--- config.mk ---
export PLATFORM = sky130hd
export DESIGN_NAME = morse_keying_sequencer_flat
export DESIGN_NICKNAME = d
export VERILOG_FILES = /design/src/rtl/core/mks_pkg.sv /design/src/rtl/core/mks_if.sv /design/src/rtl/core/mks_ctrl.sv /design/src/rtl/core/mks_datapath.sv /design/src/rtl/core/morse_keying_sequencer.sv /design/src/flat_wrapper.sv
export SDC_FILE = /design/constraint.sdc
export NUM_CORES = 1
export LEC_CHECK = 0
export BUFFER_PORTS_ARGS = -buffer_cell sky130_fd_sc_hd__buf_4
export CAP_MARGIN = 20
export CORE_MARGIN = 1.5
export CORE_UTILIZATION = 55
export CTS_BUF_LIST = sky130_fd_sc_hd__clkbuf_8
export CTS_CLUSTER_SIZE = 40
export DETAILED_ROUTE_END_ITERATION = 6
export HOLD_SLACK_MARGIN = 0.03
export PLACE_DENSITY_LB_ADDON = 0.08
export SLEW_MARGIN = 40
export SYNTH_ARGS = -nofsm -noshare
export SYNTH_HDL_FRONTEND = slang
export SYNTH_SLANG_ARGS = --single-unit
--- constraint.sdc ---
create_clock -name clk -period 2.9 [get_ports clk]
set_input_delay 0.29 -clock clk [delete_from_list [all_inputs] [get_ports clk]]
set_output_delay 0.29 -clock clk [all_outputs]
set_load 0.01 [all_outputs]
--- src/rtl/core/mks_pkg.sv ---
package mks_pkg;

  localparam logic [3:0] DOT_UNITS            = 4'd1;
  localparam logic [3:0] DASH_UNITS           = 4'd3;
  localparam logic [3:0] ELEMENT_GAP_UNITS    = 4'd1;
  localparam logic [3:0] CHAR_GAP_RESET       = 4'd2;
  localparam logic [3:0] WORD_GAP_RESET       = 4'd4;

  localparam logic REG_CHAR_GAP = 1'b0;
  localparam logic REG_WORD_GAP = 1'b1;

  typedef enum logic [2:0] {
    ST_IDLE,
    ST_CHAR_GAP,
    ST_MARK,
    ST_SPACE,
    ST_WORD_GAP
  } mks_state_t;

  typedef enum logic [1:0] {
    SEG_CHAR_GAP,
    SEG_MARK,
    SEG_SPACE,
    SEG_WORD_GAP
  } mks_seg_t;

  typedef struct packed {
    logic     in_ready;
    logic     capture;
    logic     emit;
    mks_seg_t seg;
    logic     last;
    logic     advance;
  } mks_cmd_t;

  typedef struct packed {
    logic out_free;
    logic no_elements;
    logic final_element;
    logic end_of_word;
  } mks_status_t;

  typedef struct packed {
    logic [2:0] count;
    logic [7:0] pattern;
  } mks_code_t;

  // Element pattern: bit 0 is sent first, 1 is a dash and 0 a dot.
  function automatic mks_code_t code_lookup(input logic [7:0] c);
    mks_code_t r;
    case (c)
      8'h41: r = '{3'd2, 8'd2};   // A
      8'h42: r = '{3'd4, 8'd1};
      8'h43: r = '{3'd4, 8'd5};
      8'h44: r = '{3'd3, 8'd1};
      8'h45: r = '{3'd1, 8'd0};
      8'h46: r = '{3'd4, 8'd4};
      8'h47: r = '{3'd3, 8'd3};
      8'h48: r = '{3'd4, 8'd0};
      8'h49: r = '{3'd2, 8'd0};
      8'h4A: r = '{3'd4, 8'd14};
      8'h4B: r = '{3'd3, 8'd5};
      8'h4C: r = '{3'd4, 8'd2};
      8'h4D: r = '{3'd2, 8'd3};
      8'h4E: r = '{3'd2, 8'd1};
      8'h4F: r = '{3'd3, 8'd7};
      8'h50: r = '{3'd4, 8'd6};
      8'h51: r = '{3'd4, 8'd11};
      8'h52: r = '{3'd3, 8'd2};
      8'h53: r = '{3'd3, 8'd0};
      8'h54: r = '{3'd1, 8'd1};
      8'h55: r = '{3'd3, 8'd4};
      8'h56: r = '{3'd4, 8'd8};
      8'h57: r = '{3'd3, 8'd6};
      8'h58: r = '{3'd4, 8'd9};
      8'h59: r = '{3'd4, 8'd13};
      8'h5A: r = '{3'd4, 8'd3};   // Z
      8'h31: r = '{3'd5, 8'd30};  // 1
      8'h32: r = '{3'd5, 8'd28};
      8'h33: r = '{3'd5, 8'd24};
      8'h34: r = '{3'd5, 8'd16};
      8'h35: r = '{3'd5, 8'd0};
      8'h36: r = '{3'd5, 8'd1};
      8'h37: r = '{3'd5, 8'd3};
      8'h38: r = '{3'd5, 8'd7};
      8'h39: r = '{3'd5, 8'd15};
      8'h30: r = '{3'd5, 8'd31};  // 0
      8'h2E: r = '{3'd6, 8'd42};  // full stop
      8'h2D: r = '{3'd6, 8'd33};  // hyphen
      8'h2C: r = '{3'd6, 8'd51};  // comma
      8'h2B: r = '{3'd5, 8'd10};  // plus
      8'h21: r = '{3'd6, 8'd53};  // exclamation mark
      8'h24: r = '{3'd7, 8'd72};  // dollar sign
      default: r = '{3'd0, 8'd0};
    endcase
    return r;
  endfunction

endpackage

--- src/rtl/core/mks_if.sv ---
interface mks_in_if;
  logic       valid;
  logic       ready;
  logic [7:0] char_code;
  logic       end_of_word;

  modport source (output valid, output char_code, output end_of_word, input ready);
  modport sink   (input valid, input char_code, input end_of_word, output ready);
endinterface

interface mks_out_if;
  logic       valid;
  logic       ready;
  logic       key_on;
  logic [3:0] duration_units;
  logic       last;

  modport source (output valid, output key_on, output duration_units, output last,
                  input ready);
  modport sink   (input valid, input key_on, input duration_units, input last,
                  output ready);
endinterface

--- src/rtl/core/mks_ctrl.sv ---
module mks_ctrl (
  input  logic                clk,
  input  logic                rst,
  input  logic                in_valid,
  input  mks_pkg::mks_status_t status,
  output mks_pkg::mks_cmd_t    cmd
);
  import mks_pkg::*;

  mks_state_t state;
  mks_state_t state_next;

  always_ff @(posedge clk) begin
    if (rst) begin
      state <= ST_IDLE;
    end else begin
      state <= state_next;
    end
  end

  always_comb begin
    state_next = state;
    case (state)
      ST_IDLE: begin
        if (in_valid) state_next = ST_CHAR_GAP;
      end
      ST_CHAR_GAP: begin
        if (status.out_free) begin
          if (!status.no_elements) state_next = ST_MARK;
          else if (status.end_of_word) state_next = ST_WORD_GAP;
          else state_next = ST_IDLE;
        end
      end
      ST_MARK: begin
        if (status.out_free) state_next = ST_SPACE;
      end
      ST_SPACE: begin
        if (status.out_free) begin
          if (!status.final_element) state_next = ST_MARK;
          else if (status.end_of_word) state_next = ST_WORD_GAP;
          else state_next = ST_IDLE;
        end
      end
      ST_WORD_GAP: begin
        if (status.out_free) state_next = ST_IDLE;
      end
      default: state_next = ST_IDLE;
    endcase
  end

  always_comb begin
    cmd = '{in_ready: 1'b0, capture: 1'b0, emit: 1'b0, seg: SEG_CHAR_GAP,
            last: 1'b0, advance: 1'b0};
    case (state)
      ST_IDLE: begin
        cmd.in_ready = 1'b1;
        cmd.capture  = in_valid;
      end
      ST_CHAR_GAP: begin
        cmd.emit = status.out_free;
        cmd.seg  = SEG_CHAR_GAP;
        cmd.last = status.no_elements && !status.end_of_word;
      end
      ST_MARK: begin
        cmd.emit = status.out_free;
        cmd.seg  = SEG_MARK;
      end
      ST_SPACE: begin
        cmd.emit    = status.out_free;
        cmd.seg     = SEG_SPACE;
        cmd.last    = status.final_element && !status.end_of_word;
        cmd.advance = status.out_free;
      end
      ST_WORD_GAP: begin
        cmd.emit = status.out_free;
        cmd.seg  = SEG_WORD_GAP;
        cmd.last = 1'b1;
      end
      default: begin
        cmd.in_ready = 1'b0;
      end
    endcase
  end

endmodule

--- src/rtl/core/mks_datapath.sv ---
module mks_datapath (
  input  logic                 clk,
  input  logic                 rst,
  input  logic [7:0]           char_code,
  input  logic                 end_of_word,
  input  mks_pkg::mks_cmd_t    cmd,
  output mks_pkg::mks_status_t status,
  mks_out_if.source            out_ch,
  input  logic                 psel,
  input  logic                 penable,
  input  logic                 pwrite,
  input  logic [2:0]           paddr,
  input  logic [31:0]          pwdata,
  output logic [31:0]          prdata
);
  import mks_pkg::*;

  logic [3:0] char_gap;
  logic [3:0] word_gap;
  logic [7:0] pattern;
  logic [2:0] count;
  logic       eow;
  logic [2:0] idx;
  logic       out_valid;
  logic       out_key_on;
  logic [3:0] out_dur;
  logic       out_last;
  mks_code_t  code;
  logic       seg_key;
  logic [3:0] seg_dur;

  assign code = code_lookup(char_code);

  // Only bit 2 of the address selects a register; the low bits are ignored.
  always_ff @(posedge clk) begin
    if (rst) begin
      char_gap <= CHAR_GAP_RESET;
      word_gap <= WORD_GAP_RESET;
    end else if (psel && penable && pwrite) begin
      if (paddr[2] == REG_CHAR_GAP) char_gap <= pwdata[3:0];
      else word_gap <= pwdata[3:0];
    end
  end

  always_comb begin
    if (paddr[2] == REG_CHAR_GAP) prdata = {28'd0, char_gap};
    else prdata = {28'd0, word_gap};
  end

  always_ff @(posedge clk) begin
    if (cmd.capture) begin
      pattern <= code.pattern;
      count   <= code.count;
      eow     <= end_of_word;
      idx     <= 3'd0;
    end else if (cmd.advance) begin
      idx <= idx + 3'd1;
    end
  end

  always_comb begin
    case (cmd.seg)
      SEG_CHAR_GAP: begin
        seg_key = 1'b0;
        seg_dur = char_gap;
      end
      SEG_MARK: begin
        seg_key = 1'b1;
        seg_dur = pattern[idx] ? DASH_UNITS : DOT_UNITS;
      end
      SEG_SPACE: begin
        seg_key = 1'b0;
        seg_dur = ELEMENT_GAP_UNITS;
      end
      SEG_WORD_GAP: begin
        seg_key = 1'b0;
        seg_dur = word_gap;
      end
      default: begin
        seg_key = 1'b0;
        seg_dur = 4'd0;
      end
    endcase
  end

  // Hold the word until taken; load the next one in the same cycle it leaves.
  always_ff @(posedge clk) begin
    if (rst) begin
      out_valid <= 1'b0;
    end else if (cmd.emit) begin
      out_valid <= 1'b1;
    end else if (out_ch.ready) begin
      out_valid <= 1'b0;
    end
  end

  always_ff @(posedge clk) begin
    if (cmd.emit) begin
      out_key_on <= seg_key;
      out_dur    <= seg_dur;
      out_last   <= cmd.last;
    end
  end

  assign out_ch.valid          = out_valid;
  assign out_ch.key_on         = out_key_on;
  assign out_ch.duration_units = out_dur;
  assign out_ch.last           = out_last;

  assign status.out_free      = !out_valid || out_ch.ready;
  assign status.no_elements   = (count == 3'd0);
  assign status.final_element = (({1'b0, idx} + 4'd1) == {1'b0, count});
  assign status.end_of_word   = eow;

endmodule

--- src/rtl/core/morse_keying_sequencer.sv ---
// Morse keying sequencer.
// in_ch takes one word per character: char_code (ASCII) and end_of_word.
// out_ch gives one word per keying segment: key_on, duration_units in dot
// units, and last on the final segment of the character. A character gives a
// character gap, then a mark (1 or 3 units) and a 1-unit space per element,
// then a word gap if end_of_word is set: 1 to 16 segments in all.
// in_ch is ready only between characters. After a character is taken the
// controller's character-gap state loads the first segment into the output
// register, and one segment follows each cycle while out_ch is ready.
// When out_ch stalls the output register holds its word and the controller
// waits; nothing is dropped. The next character may be taken while the last
// segment of the previous one still waits in the output register.
// Registers on the APB port: char_gap_units at 0x0, word_gap_units at 0x4.
// Synchronous reset sets them to 2 and 4 and empties the output register.
module morse_keying_sequencer (
  input  logic        clk,
  input  logic        rst,
  mks_in_if.sink      in_ch,
  mks_out_if.source   out_ch,
  input  logic        psel,
  input  logic        penable,
  input  logic        pwrite,
  input  logic [2:0]  paddr,
  input  logic [31:0] pwdata,
  output logic [31:0] prdata,
  output logic        pready
);
  import mks_pkg::*;

  mks_cmd_t    cmd;
  mks_status_t status;

  assign pready      = 1'b1;
  assign in_ch.ready = cmd.in_ready;

  mks_ctrl u_ctrl (
    .clk      (clk),
    .rst      (rst),
    .in_valid (in_ch.valid),
    .status   (status),
    .cmd      (cmd)
  );

  mks_datapath u_datapath (
    .clk         (clk),
    .rst         (rst),
    .char_code   (in_ch.char_code),
    .end_of_word (in_ch.end_of_word),
    .cmd         (cmd),
    .status      (status),
    .out_ch      (out_ch),
    .psel        (psel),
    .penable     (penable),
    .pwrite      (pwrite),
    .paddr       (paddr),
    .pwdata      (pwdata),
    .prdata      (prdata)
  );

endmodule

--- src/flat_wrapper.sv ---
// flat-port wrapper written by rule: the top's interface ports become plain ports
module morse_keying_sequencer_flat import mks_pkg::*;
  (clk, rst, psel, penable, pwrite, paddr, pwdata, prdata, pready, in_ch_valid, in_ch_char_code, in_ch_end_of_word, in_ch_ready, out_ch_valid, out_ch_key_on, out_ch_duration_units, out_ch_last, out_ch_ready);
  mks_in_if in_ch_i ();
  mks_out_if out_ch_i ();
  input  logic clk;
  input  logic rst;
  input  logic psel;
  input  logic penable;
  input  logic pwrite;
  input  logic [2:0] paddr;
  input  logic [31:0] pwdata;
  output logic [31:0] prdata;
  output logic pready;
  input wire logic [$bits(in_ch_i.valid)-1:0] in_ch_valid;
  input wire logic [$bits(in_ch_i.char_code)-1:0] in_ch_char_code;
  input wire logic [$bits(in_ch_i.end_of_word)-1:0] in_ch_end_of_word;
  output wire logic [$bits(in_ch_i.ready)-1:0] in_ch_ready;
  output wire logic [$bits(out_ch_i.valid)-1:0] out_ch_valid;
  output wire logic [$bits(out_ch_i.key_on)-1:0] out_ch_key_on;
  output wire logic [$bits(out_ch_i.duration_units)-1:0] out_ch_duration_units;
  output wire logic [$bits(out_ch_i.last)-1:0] out_ch_last;
  input wire logic [$bits(out_ch_i.ready)-1:0] out_ch_ready;
  assign in_ch_i.valid = in_ch_valid;
  assign in_ch_i.char_code = in_ch_char_code;
  assign in_ch_i.end_of_word = in_ch_end_of_word;
  assign in_ch_ready = in_ch_i.ready;
  assign out_ch_valid = out_ch_i.valid;
  assign out_ch_key_on = out_ch_i.key_on;
  assign out_ch_duration_units = out_ch_i.duration_units;
  assign out_ch_last = out_ch_i.last;
  assign out_ch_i.ready = out_ch_ready;
  morse_keying_sequencer u_core (.clk(clk), .rst(rst), .in_ch(in_ch_i), .out_ch(out_ch_i), .psel(psel), .penable(penable), .pwrite(pwrite), .paddr(paddr), .pwdata(pwdata), .prdata(prdata), .pready(pready));
endmodule
==> results of run 1 <==
-- through the flow --
stage          hold slack [ns]  cells  power (mW)
5_1_grt                  0.174    341        1.26
4_1_cts                  0.174    341        1.20
3_3_place_gp             0.472    333       0.843
6_report                 0.184    341        1.19
3_5_place_dp             0.470    333       0.849
2_1_floorplan            0.389    295       0.787
-- worst max-delay path: stages (launching register included) --
cell and delay, ns:
dfxtp_1 0.69, nor2_1 0.23, xor2_1 0.20, nor2_1 0.41
-- synth_stat cells (all sizes together), types with 6 or more instances --
library cell / instances / area share (%)
dfxtp: 15 / 12
buf: 39 / 11
nor3: 6 / 1.2
nand2b: 9 / 2.3
o21ai: 9 / 1.9
edfxtp: 17 / 21
ha: 8 / 4.1
mux2i: 7 / 2.9
mux2: 7 / 3.4
nand2: 13 / 2.0
inv: 8 / 1.2
a21oi: 20 / 4.1
nor2: 23 / 3.6
-- area by class of cell --
| type | instances | area [um2] | area share, % |
|---|---|---|---|
| Multi-Input combinational cell | 211 | 1390 | 53.0 |
| Tap cell | 50 | 62.6 | 2.38 |
| Inverter | 8 | 30.0 | 1.14 |
| Sequential cell | 32 | 811 | 30.8 |
| Clock buffer | 6 | 82.6 | 3.14 |
| Timing Repair Buffer | 32 | 240 | 9.13 |
| Clock inverter | 2 | 10.0 | 0.381 |
-- cell families after synthesis --
family / count (synthesis)
flip-flops: 32
XOR/XNOR: 7
adder cells (fa/ha/maj): 8
other: 2
AND/OR/NAND/NOR: 82
AO/OA/AOI/OAI: 68
multiplexers: 17
buffers and inverters: 52
-- power breakdown --
part           total (mW)  internal, mW  leakage, nW  switching [mW]
Sequential          0.558         0.525        0.288          0.0328
Clock               0.351         0.189       0.0510           0.162
Combinational       0.284         0.125        0.754           0.158
-- final timing paths --
check	depth (start not counted)	slack [ns]	startpoint	end
setup reg to reg	3	1.01	u_core.u_ctrl.state[1]	u_core.u_datapath.out_ch.key_on
hold reg to reg	1	0.52	u_core.u_datapath.word_gap[2]	u_core.u_datapath.word_gap[2]
setup / recovery	3	1.01	u_core.u_ctrl.state[1]	u_core.u_datapath.out_ch.key_on
hold / removal	1	0.18	in_ch_end_of_word	u_core.u_datapath.eow
-- layer usage --
metal	track usage (%)	routed length, um	vias up
met4	6.32	72	0
met3	3.63	233	8
met5	0	0	-
met2	32.5	2360	64
met1	29.0	2230	912
li1	-	-	960
-- flip-flops by register name, summed over array words and instances (netlist names) --
signal / flops
u_core.u_datapath.idx: 3
u_core.u_datapath.pattern: 7
u_core.u_datapath.word_gap: 4
u_core.u_datapath.out_ch.key_on: 1
u_core.u_ctrl.state: 3
u_core.u_datapath.out_ch.last: 1
u_core.u_datapath.out_ch.valid: 1
u_core.u_datapath.out_ch.duration_units: 4
u_core.u_datapath.eow: 1
u_core.u_datapath.char_gap: 4
u_core.u_datapath.count: 3
==> flow_metrics.tcl, run 1 <==
set metrics [dict create \
    final_cell_mix "buf_4, conb_1, nor2_1, a21oi_1, edfxtp_1" \
    avgSynthCellArea_um2 9.04 \
    drv_cap 0 \
    fp.dieH_um 69.4 \
    portBuffers 32 \
    gp_congestion 0.831 \
    n_fill_cell 361 \
    fp.coreArea_mm2 0.00412 \
    synthXorXnorAreaFrac_pct 2.53 \
    endpoint_kind "flop" \
    htree_num_levels 2 \
    cts_resized 0 \
    finalSetupViolCount 0 \
    grt_start_max_net_pins 30 \
    grt_pass1_vias 1694 \
    slew_viol_final 0 \
    slew_headroom_pct 59.4 \
    ioPinCount 92 \
    yosys.area_share.adder_pct 4.13 \
    post-route-drc-count 0 \
    critPathLaunchType "flop" \
    crit_path_max_fanout 19 \
    grt_pass1_wl_um 8160 \
    cp_data_arrival_time_ns 1.82 \
    cts_buffers 5 \
    syn2layout_area_growth_pct 8.57 \
    finalSetupTns_ns 0 \
    firstDrtPassIters 4 \
    crit_required_ns 2.82 \
    vias 1944 \
    fin_area_mm2 0.00263 \
    synth-main-ff-cell "edfxtp_1" \
    critPathKind "flop to flop" \
    clock-sinks 32 \
    track_usage_pct 20.6 \
    synth-edff-count 17 \
    ir_drop_mv 0.227 \
    dp_hpwl_um 3490 \
    detailed_place.area_mm2 0.00254 \
    synth_cell_types 54 \
    hold_path.class "input pin to flop" \
    yosys.area_share.simple_pct 18.1 \
    powerDensity_mw_per_mm2 453 \
    synth_top_family_by_area "compound AO/OA/AOI/OAI gates" \
    postRouteAntennaNets 0 \
    clk_pin_slew_ns 0.07 \
    cts_buffer_depth 2 \
    syn_area_mm2 0.00242 \
    yosysSeqAreaShare_pct 33.5 \
    fin_util_pct 63.9 \
    rows 23 \
    muxShareOfSynthArea_pct 9.09 \
    die_w_um 69.4 \
    outcome "finished, final reports clean" \
    final_nets 349 \
    grt-ovfl-total 0 \
    synthCells 268 \
    antenna_found_initial 0 \
    fin_ws_ns 1.01 \
    p_leak_nw 1.09 \
    async_flop_share_pct 0 \
    num_antenna_cells 0 \
    routed_wl_um 4900 \
    ys.warnings.count 0 \
    cts_tree "done" \
    wl_per_cell_um 14.4 \
    dp_slack_ns 0.892 \
    min_period_ns 1.89 \
    drive_above_1_share_pct 18.6 \
    drt_iter0_drc 112 \
    rsz0062_at_grt "false" \
    fmax_mhz 528 \
    fin_worst_skew_ns 0.00419 \
    ys_seq_elements 32 \
    timing.final.crit_share_pct 65.3 \
    root_buffer "clkbuf_8" \
    worstMarginPinSlew_ns 0.608 \
    layout_commonest_cell "buf_4" \
    postCtsSetupBuffers 0 \
    design.die.area_mm2 0.00481 \
    start_util_pct 58.9 \
    viasPerCell 5.70 \
    synth_compound_area_share_pct 19.2 \
    hold_viol 0 \
    clock_latency_ns 0.28 \
    holdBufCountCts 0 \
]
Note: power is estimated with default switching activity, not from simulation.
==> run 2, diff against run 1 <==
--- a/config.mk
+++ b/config.mk
@@ -5,10 +5,11 @@
 export SDC_FILE = /design/constraint.sdc
 export NUM_CORES = 1
 export LEC_CHECK = 0
+export ABC_AREA = 1
 export BUFFER_PORTS_ARGS = -buffer_cell sky130_fd_sc_hd__buf_4
 export CAP_MARGIN = 20
 export CORE_MARGIN = 1.5
-export CORE_UTILIZATION = 55
+export CORE_UTILIZATION = 46
 export CTS_BUF_LIST = sky130_fd_sc_hd__clkbuf_8
 export CTS_CLUSTER_SIZE = 40
 export DETAILED_ROUTE_END_ITERATION = 6
==> constraint.sdc (replaced) <==
create_clock -name clk -period 1.7 [get_ports clk]
set_input_delay 0.17 -clock clk [delete_from_list [all_inputs] [get_ports clk]]
set_output_delay 0.17 -clock clk [all_outputs]
set_load 0.01 [all_outputs]
==> run 2 against run 1 <==
Design area up 2.1%. Synthesized area shrank 1.3%. Worst hold slack got worse by 0.12 ns. Power increased by 98%. Die area grew 17%. Clock skew is 0.0052 ns higher. Sequential power is 78% higher. Global-route usage down 2.2 points. Clock power rose by 99%. Register-to-register slack worse by 0.81 ns. Core utilization shrank 11 points. Critical endpoint is now u_core.u_datapath.out_ch.last. Count of clock-buffer cells in the layout is 1 lower.
==> flow_metrics.tcl, run 2 <==
set metrics [dict create \
    wl_per_cell_um 11.0 \
    syn2layout_area_growth_pct 12.3 \
    p_leak_nw 1.25 \
    fin_worst_skew_ns 0.00943 \
    async_flop_share_pct 0 \
    drive_above_1_share_pct 15.2 \
    wl_met3_um 266 \
    largest_reg_flops 7 \
    path_cells "ha_1, xnor2_1, nand2_1, o21ai_0, nand3_1, nand2_1" \
    grt-ovfl-total 0 \
    synthCells 341 \
    antenna_found_initial 0 \
    finalSetupViolCount 0 \
    cts_resized 0 \
    critPathLaunchType "flop" \
    critPathKind "flop to flop" \
    hold_viol 0 \
    rows 26 \
    synth_area_leader_cell "edfxtp_1" \
    p_total_mw 2.37 \
    dp_hpwl_um 3890 \
    grt_pass1_wl_um 8070 \
    final_nets 434 \
    cpMaxStageDelayCell "dfxtp_1" \
    crit_required_ns 1.86 \
    yosysSeqAreaShare_pct 33.9 \
    layout_commonest_cell "nand2_1" \
    switching_share_pct 31.3 \
    clock-sinks 32 \
    cts_buffer_depth 2 \
    viasPerCell 4.87 \
    finalSetupTns_ns 0 \
    fp.coreArea_mm2 0.00504 \
    synth-edff-count 17 \
    path_buf_inv 0 \
    num_antenna_cells 0 \
    syn_area_mm2 0.00239 \
    ioPinCount 92 \
    holdBufCountCts 0 \
    track_usage_pct 18.5 \
    firstDrtPassIters 4 \
    grt_start_max_net_pins 18 \
    fp.dieH_um 75.1 \
    portBuffers 32 \
    cp_data_arrival_time_ns 1.66 \
    fmax_mhz 666 \
    post-route-drc-count 0 \
    clk_pin_slew_ns 0.07 \
    highest_layer "met4" \
    crit_top_cell "nand2_1" \
    cp_slowest_stage_delay_ns 0.44 \
    yosysMostFrequentCell "nand2_1" \
    clockPowerShare_pct 29.5 \
    internal_power_mw 1.63 \
    drt_iter0_drc 103 \
    hold_path.class "input pin to flop" \
    power.share.sequential_pct 41.9 \
    p_comb_share_pct 28.6 \
    crit_family "flip-flops" \
    clock_latency_ns 0.28 \
    ys_seq_elements 32 \
    outcome "finished, final reports clean" \
    cts_tree "done" \
    avgSynthCellArea_um2 7.01 \
    crit_path_max_fanout 7 \
    min_period_ns 1.50 \
    yosysTopAreaCellShare_pct 21.4 \
    routed_wl_um 4920 \
    synth.top_cells.by_area "edfxtp_1, dfxtp_1, nand2_1" \
    root_buffer "clkbuf_8" \
    htree_num_levels 2 \
    postRouteAntennaNets 0 \
    slew_viol_final 0 \
    synth-main-ff-cell "edfxtp_1" \
    gp_congestion 0.883 \
    met1_length_um 2350 \
    synth_cell_types 30 \
    final_cell_mix "nand2_1, nor2_1, buf_4, inv_1, o21ai_0" \
    powerDensity_mw_per_mm2 882 \
    grt_pass1_vias 1830 \
    synth_commonest_cells "nand2_1, nor2_1, inv_1, o21ai_0, buf_4" \
    start_util_pct 47.4 \
    rsz0062_at_grt "false" \
    die_w_um 75.1 \
    design.die.area_mm2 0.00564 \
    timing.final.crit_share_pct 88.4 \
    drv_cap 0 \
    power_switching_mw 0.740 \
    cts_buffers 5 \
    vias 2170 \
    wl_met2_um 2250 \
    ys.warnings.count 0 \
    largest-register "u_core.u_datapath.pattern" \
    postCtsSetupBuffers 0 \
    endpoint_kind "flop" \
    ir_drop_mv 0.470 \
]
## run 2: routing by layer
layer	track usage [%]	vias to the layer above
met4	5.45	0
met2	29.1	66
met1	25.7	963
li1	-	1133
met5	0	-
met3	3.61	8
## run 2: area by class of cell
cell class | count | area (um2)
Clock inverter | 3 | 37.5
Multi-Input combinational cell | 263 | 1270
Sequential cell | 32 | 811
Clock buffer | 5 | 68.8
Inverter | 37 | 139
Fill cell | 524 | 2360
Timing Repair Buffer | 36 | 270
Tap cell | 70 | 87.6
## run 2: power by group through the flow
stage	clock, mW	sequential, mW	combinational (mW)
6_report	0.699	0.992	0.676
5_1_grt	0.749	1.00	0.770
4_1_cts	0.717	0.991	0.681
3_5_place_dp	0	1.01	0.679
3_3_place_gp	0	1.01	0.675
2_1_floorplan	0	1.02	0.483
## run 2: stage by stage
stage	setup slack (ns)	util (%)	hold slack (ns)	cells	instance area [um2]
3_5_place_dp	0.134	51.1	0.350	438	2580
5_1_grt	0.0213	53.3	0.0538	446	2690
2_1_floorplan	0.0537	-	0.239	368	2490
6_report	0.198	53.3	0.0642	446	2690
3_3_place_gp	0.110	51.1	0.349	438	2580
4_1_cts	0.198	53.3	0.0553	446	2690
## run 2: path summary, 6_finish.rpt
path / to / startpoint / cells past startpoint / slack, ns
max: u_core.u_datapath.out_ch.last / u_core.u_datapath.idx[0] / 6 / 0.20
min reg2reg: u_core.u_datapath.char_gap[2] / u_core.u_datapath.char_gap[2] / 2 / 0.48
min: u_core.u_datapath.eow / in_ch_end_of_word / 1 / 0.06
max reg2reg: u_core.u_datapath.out_ch.last / u_core.u_datapath.idx[0] / 6 / 0.20
## run 2: cells by family (layout without fill, tap and decap cells)
family                   Yosys count  count (layout)  synth area share [%]
AO/OA/AOI/OAI                     75              75                  17.8
other                              2              29                 0.314
adder cells (fa/ha/maj)            8               8                  4.19
flip-flops                        32              32                  33.9
XOR/XNOR                           1               1                 0.366
buffers and inverters             73              81                  17.2
AND/OR/NAND/NOR                  150             150                  26.3
